`src/rtl/dpod_pkg.sv`:
```
`timescale 1ns / 1ps
`default_nettype none

package dpod_pkg;

  localparam int unsigned YEAR_W   = 14;
  localparam int unsigned MON_W    = 4;
  localparam int unsigned DAY_W    = 5;
  localparam int unsigned DATE_W   = YEAR_W + MON_W + DAY_W;
  localparam int unsigned N_DATES  = 4;
  localparam int unsigned IN_W     = 96;  // 4 dates of 23 bits, padded to bytes
  localparam int unsigned SER_W    = 22;  // day serial and day count
  localparam int unsigned OUT_W    = 24;  // count padded to bytes

  // shared multiplier operand and product widths
  localparam int unsigned MUL_A_W  = YEAR_W + 1;
  localparam int unsigned MUL_B_W  = 13;
  localparam int unsigned PROD_W   = MUL_A_W + MUL_B_W;

  localparam logic [YEAR_W-1:0]  MAX_YEAR      = YEAR_W'(9999);
  localparam logic [MUL_B_W-1:0] DAYS_PER_YEAR = MUL_B_W'(365);
  // x / 100 = (x * 5243) >> 19 and x / 400 = (x * 5243) >> 21, exact for x < 43690
  localparam logic [MUL_B_W-1:0] RECIP_100     = MUL_B_W'(5243);
  localparam int unsigned        SHIFT_100     = 19;
  localparam int unsigned        SHIFT_400     = 21;
  localparam logic [MUL_B_W-1:0] CENTURY       = MUL_B_W'(100);
  localparam logic [MUL_B_W-1:0] QUAD_CENTURY  = MUL_B_W'(400);
  localparam logic [MON_W-1:0]   MONTH_FEB     = MON_W'(2);
  localparam logic [MON_W-1:0]   MONTHS        = MON_W'(12);

  localparam int unsigned Q100_W = PROD_W - SHIFT_100;
  localparam int unsigned Q400_W = PROD_W - SHIFT_400;

  typedef struct packed {
    logic [DAY_W-1:0]  day;
    logic [MON_W-1:0]  month;
    logic [YEAR_W-1:0] year;
  } date_t;

  typedef enum logic [3:0] {
    ST_IDLE,
    ST_YEAR,     // y * 365
    ST_BASE,     // add y*365, ceil(y/4), month offset, day
    ST_CENT,     // subtract ceil(y/100)
    ST_QUAD,     // add ceil(y/400)
    ST_FLOOR,    // floor(y/100), floor(y/400)
    ST_BACK100,  // floor(y/100) * 100 == y ?
    ST_LEAP,     // floor(y/400) * 400 == y ? ; finish date
    ST_LEN1,
    ST_LEN2,
    ST_LO,
    ST_HI,
    ST_DONE
  } state_e;

  // days before month m in a common year; invalid months give 0
  function automatic logic [8:0] month_offset(input logic [MON_W-1:0] m);
    logic [8:0] r;
    case (m)
      4'd1:    r = 9'd0;
      4'd2:    r = 9'd31;
      4'd3:    r = 9'd59;
      4'd4:    r = 9'd90;
      4'd5:    r = 9'd120;
      4'd6:    r = 9'd151;
      4'd7:    r = 9'd181;
      4'd8:    r = 9'd212;
      4'd9:    r = 9'd243;
      4'd10:   r = 9'd273;
      4'd11:   r = 9'd304;
      4'd12:   r = 9'd334;
      default: r = 9'd0;
    endcase
    return r;
  endfunction

  function automatic logic [DAY_W-1:0] month_days(input logic [MON_W-1:0] m,
                                                  input logic leap);
    logic [DAY_W-1:0] r;
    case (m)
      4'd1, 4'd3, 4'd5, 4'd7, 4'd8, 4'd10, 4'd12: r = 5'd31;
      4'd4, 4'd6, 4'd9, 4'd11:                    r = 5'd30;
      4'd2:    r = leap ? 5'd29 : 5'd28;
      default: r = 5'd0;
    endcase
    return r;
  endfunction

endpackage

`default_nettype wire

```
`src/rtl/date_period_overlap_days.sv`:
```
`timescale 1ns / 1ps
`default_nettype none

// Day-overlap counter for two Gregorian date periods. One input transaction
// carries both periods (start and end date each); one output transaction gives
// the number of shared days in tdata and a bad-date flag in tuser. The shorter
// period (period two on a tie, length counting start but not end) is walked
// from start up to but not including its end, and days inside the other period,
// both bounds counted, are tallied; periods that do not touch give 0. Any
// invalid date (month out of 1..12, day out of range, year above 9999) sets
// the flag and forces the count to 0. Each date is turned into a day serial by
// one shared 15x13 multiplier and one accumulator in the steps ST_YEAR to
// ST_LEAP, then ST_LEN1, ST_LEN2, ST_LO and ST_HI compare and subtract to
// finish the count. The input is not ready while a transaction is worked on,
// only in the idle state; a finished result waits in the output register and
// the next transaction may be accepted while it waits.

module date_period_overlap_days (
  input  wire                            clk_i,
  input  wire                            rst_ni,
  input  wire                            s_axis_tvalid_i,
  output logic                           s_axis_tready_o,
  // low to high: first_start_year, first_start_month, first_start_day,
  // first_end_year, first_end_month, first_end_day, second_start_year,
  // second_start_month, second_start_day, second_end_year, second_end_month,
  // second_end_day, 4 zero bits
  input  wire  [dpod_pkg::IN_W-1:0]      s_axis_tdata_i,
  output logic                           m_axis_tvalid_o,
  input  wire                            m_axis_tready_i,
  // low to high: overlap_days, 2 zero bits
  output logic [dpod_pkg::OUT_W-1:0]     m_axis_tdata_o,
  // bad_date
  output logic [0:0]                     m_axis_tuser_o
);
  import dpod_pkg::*;

  state_e state_q, state_d;

  // captured dates: first start, first end, second start, second end
  date_t            dates_q [N_DATES];
  date_t            dates_in [N_DATES];
  logic [1:0]       di_q, di_d;        // date being converted
  logic [SER_W-1:0] ser_q [N_DATES];
  logic [SER_W-1:0] ser_d;
  logic             ser_we;

  logic [SER_W-1:0] acc_q, acc_d;      // serial accumulator
  logic [PROD_W-1:0] prod_q;           // registered multiplier output
  logic [MUL_A_W-1:0] mul_a;
  logic [MUL_B_W-1:0] mul_b;
  logic [PROD_W-1:0] prod;
  logic [Q400_W-1:0] q400_q, q400_d;
  logic             z100_q, z100_d;    // year is a multiple of 100
  logic             bad_q, bad_d;
  logic             sep_q, sep_d;      // periods do not touch
  logic [SER_W-1:0] len1_q, len1_d, len2_q, len2_d;
  logic [SER_W-1:0] lo_q, lo_d, hi_q, hi_d;
  logic             walk1_q, walk1_d;  // period one is the walking period

  logic             out_valid_q;
  logic [SER_W-1:0] out_cnt_q;
  logic             out_bad_q;
  logic             out_load;
  logic [SER_W-1:0] cnt;

  date_t            cur;
  logic [MUL_A_W-1:0] y15;
  logic             leap;
  logic             date_ok;
  logic [SER_W-1:0] we, oe1;

  // unpack the four dates
  always_comb begin
    for (int k = 0; k < N_DATES; k++) begin
      dates_in[k].year  = s_axis_tdata_i[DATE_W*k +: YEAR_W];
      dates_in[k].month = s_axis_tdata_i[DATE_W*k + YEAR_W +: MON_W];
      dates_in[k].day   = s_axis_tdata_i[DATE_W*k + YEAR_W + MON_W +: DAY_W];
    end
  end

  assign cur = dates_q[di_q];
  assign y15 = {1'b0, cur.year};
  assign prod = mul_a * mul_b;

  // leap check from back-multiplied quotients
  assign leap = (prod_q == PROD_W'(cur.year)) ||
                ((cur.year[1:0] == 2'b00) && !z100_q);
  assign date_ok = (cur.year <= MAX_YEAR) && (cur.day != '0) &&
                   (cur.day <= month_days(cur.month, leap));

  assign we  = walk1_q ? ser_q[1] : ser_q[3];
  assign oe1 = (walk1_q ? ser_q[3] : ser_q[1]) + SER_W'(1);
  assign cnt = (bad_q || sep_q || (hi_q <= lo_q)) ? '0 : hi_q - lo_q;

  // next state
  always_comb begin
    state_d = state_q;
    unique case (state_q)
      ST_IDLE:    if (s_axis_tvalid_i) state_d = ST_YEAR;
      ST_YEAR:    state_d = ST_BASE;
      ST_BASE:    state_d = ST_CENT;
      ST_CENT:    state_d = ST_QUAD;
      ST_QUAD:    state_d = ST_FLOOR;
      ST_FLOOR:   state_d = ST_BACK100;
      ST_BACK100: state_d = ST_LEAP;
      ST_LEAP:    state_d = (di_q == 2'd3) ? ST_LEN1 : ST_YEAR;
      ST_LEN1:    state_d = ST_LEN2;
      ST_LEN2:    state_d = ST_LO;
      ST_LO:      state_d = ST_HI;
      ST_HI:      state_d = ST_DONE;
      ST_DONE:    if (!out_valid_q || m_axis_tready_i) state_d = ST_IDLE;
      default:    state_d = ST_IDLE;
    endcase
  end

  // datapath controls and next values
  always_comb begin
    mul_a    = y15;
    mul_b    = RECIP_100;
    acc_d    = acc_q;
    q400_d   = q400_q;
    z100_d   = z100_q;
    bad_d    = bad_q;
    sep_d    = sep_q;
    di_d     = di_q;
    ser_d    = acc_q;
    ser_we   = 1'b0;
    len1_d   = len1_q;
    len2_d   = len2_q;
    lo_d     = lo_q;
    hi_d     = hi_q;
    walk1_d  = walk1_q;
    out_load = 1'b0;
    s_axis_tready_o = 1'b0;
    unique case (state_q)
      ST_IDLE: begin
        s_axis_tready_o = 1'b1;
        di_d  = '0;
        bad_d = 1'b0;
      end
      ST_YEAR: begin
        mul_b = DAYS_PER_YEAR;
      end
      ST_BASE: begin
        acc_d = prod_q[SER_W-1:0]
              + SER_W'((y15 + MUL_A_W'(3)) >> 2)
              + SER_W'(month_offset(cur.month))
              + SER_W'(cur.day) - SER_W'(1);
        mul_a = y15 + MUL_A_W'(99);
      end
      ST_CENT: begin
        acc_d = acc_q - SER_W'(prod_q[PROD_W-1:SHIFT_100]);
        mul_a = y15 + MUL_A_W'(399);
      end
      ST_QUAD: begin
        acc_d = acc_q + SER_W'(prod_q[PROD_W-1:SHIFT_400]);
      end
      ST_FLOOR: begin
        q400_d = prod_q[PROD_W-1:SHIFT_400];
        mul_a  = MUL_A_W'(prod_q[PROD_W-1:SHIFT_100]);
        mul_b  = CENTURY;
      end
      ST_BACK100: begin
        z100_d = (prod_q == PROD_W'(cur.year));
        mul_a  = MUL_A_W'(q400_q);
        mul_b  = QUAD_CENTURY;
      end
      ST_LEAP: begin
        ser_d  = acc_q + SER_W'(leap && (cur.month > MONTH_FEB));
        ser_we = 1'b1;
        bad_d  = bad_q | !date_ok;
        di_d   = di_q + 2'd1;
      end
      ST_LEN1: begin
        len1_d = (ser_q[1] > ser_q[0]) ? ser_q[1] - ser_q[0] : '0;
        sep_d  = (ser_q[3] < ser_q[0]);
      end
      ST_LEN2: begin
        len2_d = (ser_q[3] > ser_q[2]) ? ser_q[3] - ser_q[2] : '0;
        sep_d  = sep_q | (ser_q[2] > ser_q[1]);
      end
      ST_LO: begin
        walk1_d = (len1_q < len2_q);
        // lo is the later of the two starts either way
        lo_d    = (ser_q[0] > ser_q[2]) ? ser_q[0] : ser_q[2];
      end
      ST_HI: begin
        hi_d = (we < oe1) ? we : oe1;
      end
      ST_DONE: begin
        out_load = !out_valid_q || m_axis_tready_i;
      end
      default: ;
    endcase
  end

  always_ff @(posedge clk_i or negedge rst_ni) begin
    if (!rst_ni) begin
      state_q     <= ST_IDLE;
      di_q        <= '0;
      bad_q       <= 1'b0;
      out_valid_q <= 1'b0;
    end else begin
      state_q <= state_d;
      di_q    <= di_d;
      bad_q   <= bad_d;
      if (out_load) begin
        out_valid_q <= 1'b1;
      end else if (m_axis_tready_i) begin
        out_valid_q <= 1'b0;
      end
    end
  end

  // payload registers
  always_ff @(posedge clk_i) begin
    if (s_axis_tvalid_i && s_axis_tready_o) begin
      for (int k = 0; k < N_DATES; k++) begin
        dates_q[k] <= dates_in[k];
      end
    end
    if (ser_we) begin
      ser_q[di_q] <= ser_d;
    end
    prod_q  <= prod;
    acc_q   <= acc_d;
    q400_q  <= q400_d;
    z100_q  <= z100_d;
    sep_q   <= sep_d;
    len1_q  <= len1_d;
    len2_q  <= len2_d;
    lo_q    <= lo_d;
    hi_q    <= hi_d;
    walk1_q <= walk1_d;
    if (out_load) begin
      out_cnt_q <= cnt;
      out_bad_q <= bad_q;
    end
  end

  assign m_axis_tvalid_o = out_valid_q;
  assign m_axis_tdata_o  = {{(OUT_W-SER_W){1'b0}}, out_cnt_q};
  assign m_axis_tuser_o  = out_bad_q;

endmodule

`default_nettype wire

```
`config.mk`:
```
export PLATFORM = sky130hd
export DESIGN_NAME = date_period_overlap_days
export DESIGN_NICKNAME = d
export VERILOG_FILES = /design/src/rtl/dpod_pkg.sv /design/src/rtl/date_period_overlap_days.sv
export SDC_FILE = /design/constraint.sdc
export NUM_CORES = 1
export LEC_CHECK = 0
export ABC_CLOCK_PERIOD_IN_PS = 7800
export BUFFER_PORTS_ARGS = -buffer_cell sky130_fd_sc_hd__buf_4
export CORE_ASPECT_RATIO = 1.4
export CORE_MARGIN = 5
export CORE_UTILIZATION = 40
export CTS_CLUSTER_SIZE = 8
export DETAILED_ROUTE_END_ITERATION = 8
export GPL_TIMING_DRIVEN = 1
export PLACE_DENSITY = 0.54
export SYNTH_ARGS = -nofsm -noshare
export SYNTH_HDL_FRONTEND = slang
export SYNTH_SLANG_ARGS = --single-unit
export TNS_END_PERCENT = 1
```
`constraint.sdc`:
```
create_clock -name clk_i -period 7.8 [get_ports clk_i]
set_input_delay 1.56 -clock clk_i [delete_from_list [all_inputs] [get_ports clk_i]]
set_output_delay 1.56 -clock clk_i [all_outputs]
set_load 0.02 [all_outputs]
```
==> results of run 1 <==
-- per-layer routing --
layer	routed length [um]	GRT usage	share of wire	up-vias
li1	-	-	-	10572
met1	28640	0.2098	0.35	10416
met2	46920	0.4139	0.57	456
met3	2563	0.02483	0.031	188
met4	4672	0.09758	0.056	0
met5	0	0	0	-
-- worst max-delay path, delay by kind of cell, from the launching register on --
| kind | cells | cell delay (ps) |
|---|---|---|
| flip-flops | 1 | 520 |
| AO/OA/AOI/OAI | 9 | 1560 |
| multiplexers | 2 | 900 |
| buffers and inverters | 4 | 290 |
| adder cells (fa/ha/maj) | 7 | 3110 |
| XOR/XNOR | 1 | 130 |
| AND/OR/NAND/NOR | 5 | 830 |
-- cell usage after synthesis (5+ instances only) --
cell type | number | area share
mux2i_1 | 44 | 0.015
buf_2 | 5 | 0.00085
a21o_1 | 76 | 0.019
mux4_2 | 24 | 0.018
mux2_2 | 33 | 0.013
or2_2 | 11 | 0.0023
fa_1 | 128 | 0.087
nand2_1 | 159 | 0.020
a211o_1 | 7 | 0.0021
dfxtp_1 | 28 | 0.019
nand4_1 | 39 | 0.0082
o21bai_1 | 15 | 0.0038
edfxtp_1 | 323 | 0.33
buf_1 | 6 | 0.00076
o21a_1 | 44 | 0.011
o21ai_0 | 118 | 0.020
inv_1 | 387 | 0.049
and2_1 | 20 | 0.0042
dfrtp_1 | 8 | 0.0068
nor3_1 | 32 | 0.0054
a21boi_0 | 5 | 0.0013
a221oi_1 | 5 | 0.0015
o211ai_1 | 11 | 0.0028
nor2_1 | 235 | 0.030
nor2b_1 | 33 | 0.0070
a41oi_1 | 7 | 0.0021
nand3_1 | 55 | 0.0093
a31oi_1 | 7 | 0.0015
a21oi_1 | 179 | 0.030
o31ai_1 | 8 | 0.0020
nor4_1 | 15 | 0.0032
a211oi_1 | 30 | 0.0076
o41ai_1 | 5 | 0.0015
and3_1 | 21 | 0.0044
xor2_1 | 74 | 0.022
a2111oi_0 | 8 | 0.0024
ha_1 | 384 | 0.16
clkbuf_1 | 57 | 0.0072
xnor2_1 | 122 | 0.036
or3_1 | 10 | 0.0021
nand2b_1 | 31 | 0.0066
-- registers in the layout, indices dropped and copies added, names as in the netlist --
signal	flops
di_q	2
acc_q	22
q400_q	7
len1_q	22
sep_q	1
bad_q	1
m_axis_tvalid_o	1
dates_q	92
z100_q	1
hi_q	22
prod_q	28
lo_q	22
m_axis_tuser_o	1
walk1_q	1
len2_q	22
state_q	4
ser_q	88
out_cnt_q	22
-- repair_timing --
item / in CTS / in global routing
endpoints found under the hold margin: 0 / 0
resized for setup: 2 / 23
pin swaps: 0 / 10
setup endpoints to repair: 2 / 7
buffers inserted: 0 / 3
-- cell type report --
| cell class | instances | area (um^2) |
|---|---|---|
| clock inverters | 6 | 61.31 |
| flip-flops and latches | 359 | 10460 |
| inverters | 390 | 1464 |
| repair buffers | 230 | 1755 |
| fillers | 6991 | 39710 |
| multi-input cells | 2075 | 17560 |
| clock buffers | 84 | 1453 |
| well taps | 960 | 1201 |
-- final timing paths --
path	start	end	slack, ps	depth (start not counted)
max in group asynchronous	rst_ni	di_q[0]	6880	1
worst max register to register	di_q[0]	prod_q[26]	340	28
worst max-delay path	di_q[0]	prod_q[26]	340	28
worst min-delay path	prod_q[21]	q400_q[0]	610	1
min in group asynchronous	rst_ni	state_q[1]	770	1
worst min register to register	prod_q[21]	q400_q[0]	610	1
-- logic make-up after synthesis --
logic type / after synthesis / share of synthesized area
AO/OA/AOI/OAI: 571 / 0.1242
buffers and inverters: 462 / 0.05959
XOR/XNOR: 196 / 0.05802
adder cells (fa/ha/maj): 514 / 0.2497
other: 2 / 0.0002538
multiplexers: 102 / 0.04623
AND/OR/NAND/NOR: 680 / 0.1084
flip-flops: 359 / 0.3536
-- per-stage QoR --
stage                     setup WS, ps  cell area [um^2]  std cells  hold slack, ps
after floorplan                  6.292             29620       2896           406.4
after detailed placement        -218.0             32290       4011           591.1
after global routing            -17.68             33960       4104           618.0
after CTS                        8.456             33810       4101           616.7
after global placement          -250.9             32290       4011           592.4
final                            338.9             33960       4104           607.0
==> results.toml, run 1 <==
[global_route]
grt_pass1_vias = 23430
antenna_found_initial = 1
track_usage = 0.2079
grt_pass1_wl_um = 129400
grt-ovfl-total = 0
grt_max_degree = 80

[route]
drt_wl_total_um = 82800
dr.pass1.iters = 7
num_vias = 21632
routedWlPerCell_um = 20.17
viasPerCell = 5.271
drt-initial-drc-count = 1189
detail-route-antenna-nets = 0
drcViolationCount = 0

[placed_design]
finalWeightedCongestion = 0.9491
io_buffers = 120
post-dp-hpwl_um = 68400

[worst_setup_path]
critPathArrivalTime_ps = 7950
setup.worst_path.start_class = "flip-flop"
max_stage_delay_ps = 540
crit_fanout = 7
path_common_cell = "fa_1"
crit_type = "flip-flop to flip-flop"
cpMaxStageDelayCell = "mux4_2"
setup.worst_path.end_class = "flip-flop"
cp.required_ps = 8290

[floorplanning]
initial_utilization = 0.4016
rows = 118
dieArea_um2 = 79580
die_h_um = 331.8
io_pins = 127
coreArea_um2 = 73670
die_w_um = 239.8

[timing]
final_max_slew_viol_count = 0
fin_crit_sh = 0.9566
tightest_slew_ps = 1259
hold_violations = 0
slew_headroom = 0.1531
tns_ps = 0
finalSetupViolations = 0
fmax_mhz = 134.0
fin_crit_ps = 7461
clock_skew_ps = 40.44

[final_layout]
drive_gt1_frac = 0.1285
insertedDiodeCount = 0
layout_commonest_cell = "inv_1"
fin_nets = 3720
syn2layout_area_growth_pct = 14.80
final_cell_mix = "inv_1, ha_1, edfxtp_1"
fin_util = 0.4610

[clock_network]
clk_path_buf_depth = 3
clk_latency_ps = 620
htree_num_levels = 2
numCtsBuffers = 52
cts_root_buf = "clkbuf_16"
cts_tree = "yes"
cts-hold-fix-buffers = 0
clk_pin_slew_ps = 50
cts_sinks = 359

[flow_run]
drv_cap = 0

[synthesis]
syn_area_per_cell_um2 = 10.25
yosysUniqueCellTypes = 83
synth_edf_count = 323
netlist_area_um2 = 29580
ys_warn_count = 0
yosysSeqAreaShare = 0.3536
synth-seq-cells = 359
syn_inst = 2886
async_flop_share = 0.02228
synthFlopType = "edfxtp_1"

[hold_path]
worst_hold_path_type = "flip-flop to flip-flop"

[outcome]
status = "finished, final reports clean"
Power of run 1 is not shown: default switching activity piles up to over one toggle a cycle in this logic, so the estimate is an artifact.
==> inputs of run 2 (changes only) <==
- PLACE_DENSITY: 0.54 -> 0.65
==> run 2 against run 1 <==
  * First-iteration DRC count decreased by 22%
  * Hold slack better by 1.7 ps
  * Non-clock buffer count decreased by 16
  * Core utilization decreased by 0.25 points
  * Critical endpoint unchanged
  * Via count down 0.34%
  * Maximum frequency fell by 0.23%
  * Global-route usage down 1.9 points
==> results.toml, run 2 (synthesis gave the netlist of run 1 again) <==
[final_layout]
fin_util = 0.4584
reg_top3 = "dates_q x92, ser_q x88, prod_q x28"
largest_reg_flops = 92
regMostFlops = "dates_q"
drive_gt1_frac = 0.1222
final_cell_mix = "inv_1, ha_1, edfxtp_1"
stdcell_area_um2 = 33770
syn2layout_area_growth_pct = 14.16
fillers = 6921
fin_nets = 3704
insertedDiodeCount = 0
layout_commonest_cell = "inv_1"

[route]
num_vias = 21559
routedWlPerCell_um = 18.34
viasPerCell = 5.276
detail-route-antenna-nets = 0
drt_wl_total_um = 74950
dr.pass1.iters = 5
drcViolationCount = 0
drt-initial-drc-count = 929

[worst_setup_path]
max_stage_delay_ps = 560
cp.required_ps = 8310
crit_fanout = 7
setup.worst_path.start_class = "flip-flop"
setup.worst_path.end_class = "flip-flop"
crit_type = "flip-flop to flip-flop"
path_common_cell = "fa_1"
worstRegToRegCells = 30
critPathArrivalTime_ps = 7980
cpMaxStageDelayCell = "fa_1"

[timing]
hold_violations = 0
final_max_slew_viol_count = 0
tightest_slew_ps = 1131
finalSetupViolations = 0
fin_crit_ps = 7478
clock_skew_ps = 44.59
fin_crit_sh = 0.9587
rsz0062_at_grt = "yes"
fmax_mhz = 133.7
slew_headroom = 0.2361

[global_route]
grt_pass1_vias = 22947
grt_max_degree = 93
grt-ovfl-total = 0
track_usage = 0.1884
antenna_found_initial = 0
grt_pass1_wl_um = 119500

[outcome]
status = "finished, final reports clean"

[clock_network]
cts_root_buf = "clkbuf_16"
numCtsBuffers = 52
clk_path_buf_depth = 3
clk_latency_ps = 610
clk_pin_slew_ps = 60
cts_tree = "yes"
cts-hold-fix-buffers = 0
htree_num_levels = 2
cts_sinks = 359

[floorplanning]
initial_utilization = 0.4016
die_w_um = 239.8
io_pins = 127
die_h_um = 331.8
coreArea_um2 = 73670
rows = 118
dieArea_um2 = 79580

[placed_design]
finalWeightedCongestion = 0.9440
dpl_cell_area_um2 = 32190
post-dp-hpwl_um = 61110
io_buffers = 120

[hold_path]
worst_hold_path_type = "flip-flop to flip-flop"
whs_path_depth = 1

[flow_run]
drv_cap = 0
==> run 2: critical path, delay by kind of cell, from the launching register on <==
kind | cells | cell delay (ps)
AO/OA/AOI/OAI | 10 | 1400
XOR/XNOR | 1 | 130
adder cells (fa/ha/maj) | 7 | 3240
buffers and inverters | 5 | 380
flip-flops | 1 | 370
multiplexers | 2 | 980
AND/OR/NAND/NOR | 5 | 880
==> run 2: final cells by class <==
class,count,area (um^2),area share
Clock inverter,7,91.34,0.002704
Inverter,390,1464,0.04334
Multi-Input combinational cell,2075,17520,0.5186
Tap cell,960,1201,0.03556
Clock buffer,81,1410,0.04175
Timing Repair Buffer,214,1632,0.04831
Sequential cell,359,10460,0.3097
==> run 2: repair_timing <==
action                     4_1_cts  5_1_grt
gates cloned                     0        0
pin swaps                        0        1
setup buffers                    1        0
setup endpoints to repair        1        8
hold endpoints to repair         0        0
gates resized for setup          0       14
==> run 2: layer usage <==
layer	up-vias	GRT usage	share of wire
li1	10563	-	-
met1	10379	0.1941	0.36
met2	430	0.3679	0.55
met3	187	0.02425	0.034
met4	0	0.09191	0.059
met5	-	0	0
==> run 2: path summary, 6_finish.rpt <==
kind | from | slack, ps | endpoint
worst max-delay path | di_q[0] | 320 | prod_q[26]
worst min-delay path | prod_q[23] | 610 | q400_q[2]
worst max register to register | di_q[0] | 320 | prod_q[26]
worst min register to register | prod_q[23] | 610 | q400_q[2]
max in group asynchronous | rst_ni | 6880 | di_q[0]
min in group asynchronous | rst_ni | 770 | state_q[1]
==> run 2: through the flow <==
step	instances	hold WS (ps)	worst slack (ps)	TNS, ps
after global routing	4086	612.4	-27.51	-34.69
after detailed placement	3997	637.2	52.04	0
after CTS	4086	619.2	39.66	0
after floorplan	2896	406.4	6.292	0
after global placement	3997	636.6	18.12	0
final	4086	608.8	322.0	0
Power of run 2 is left out for the same reason.
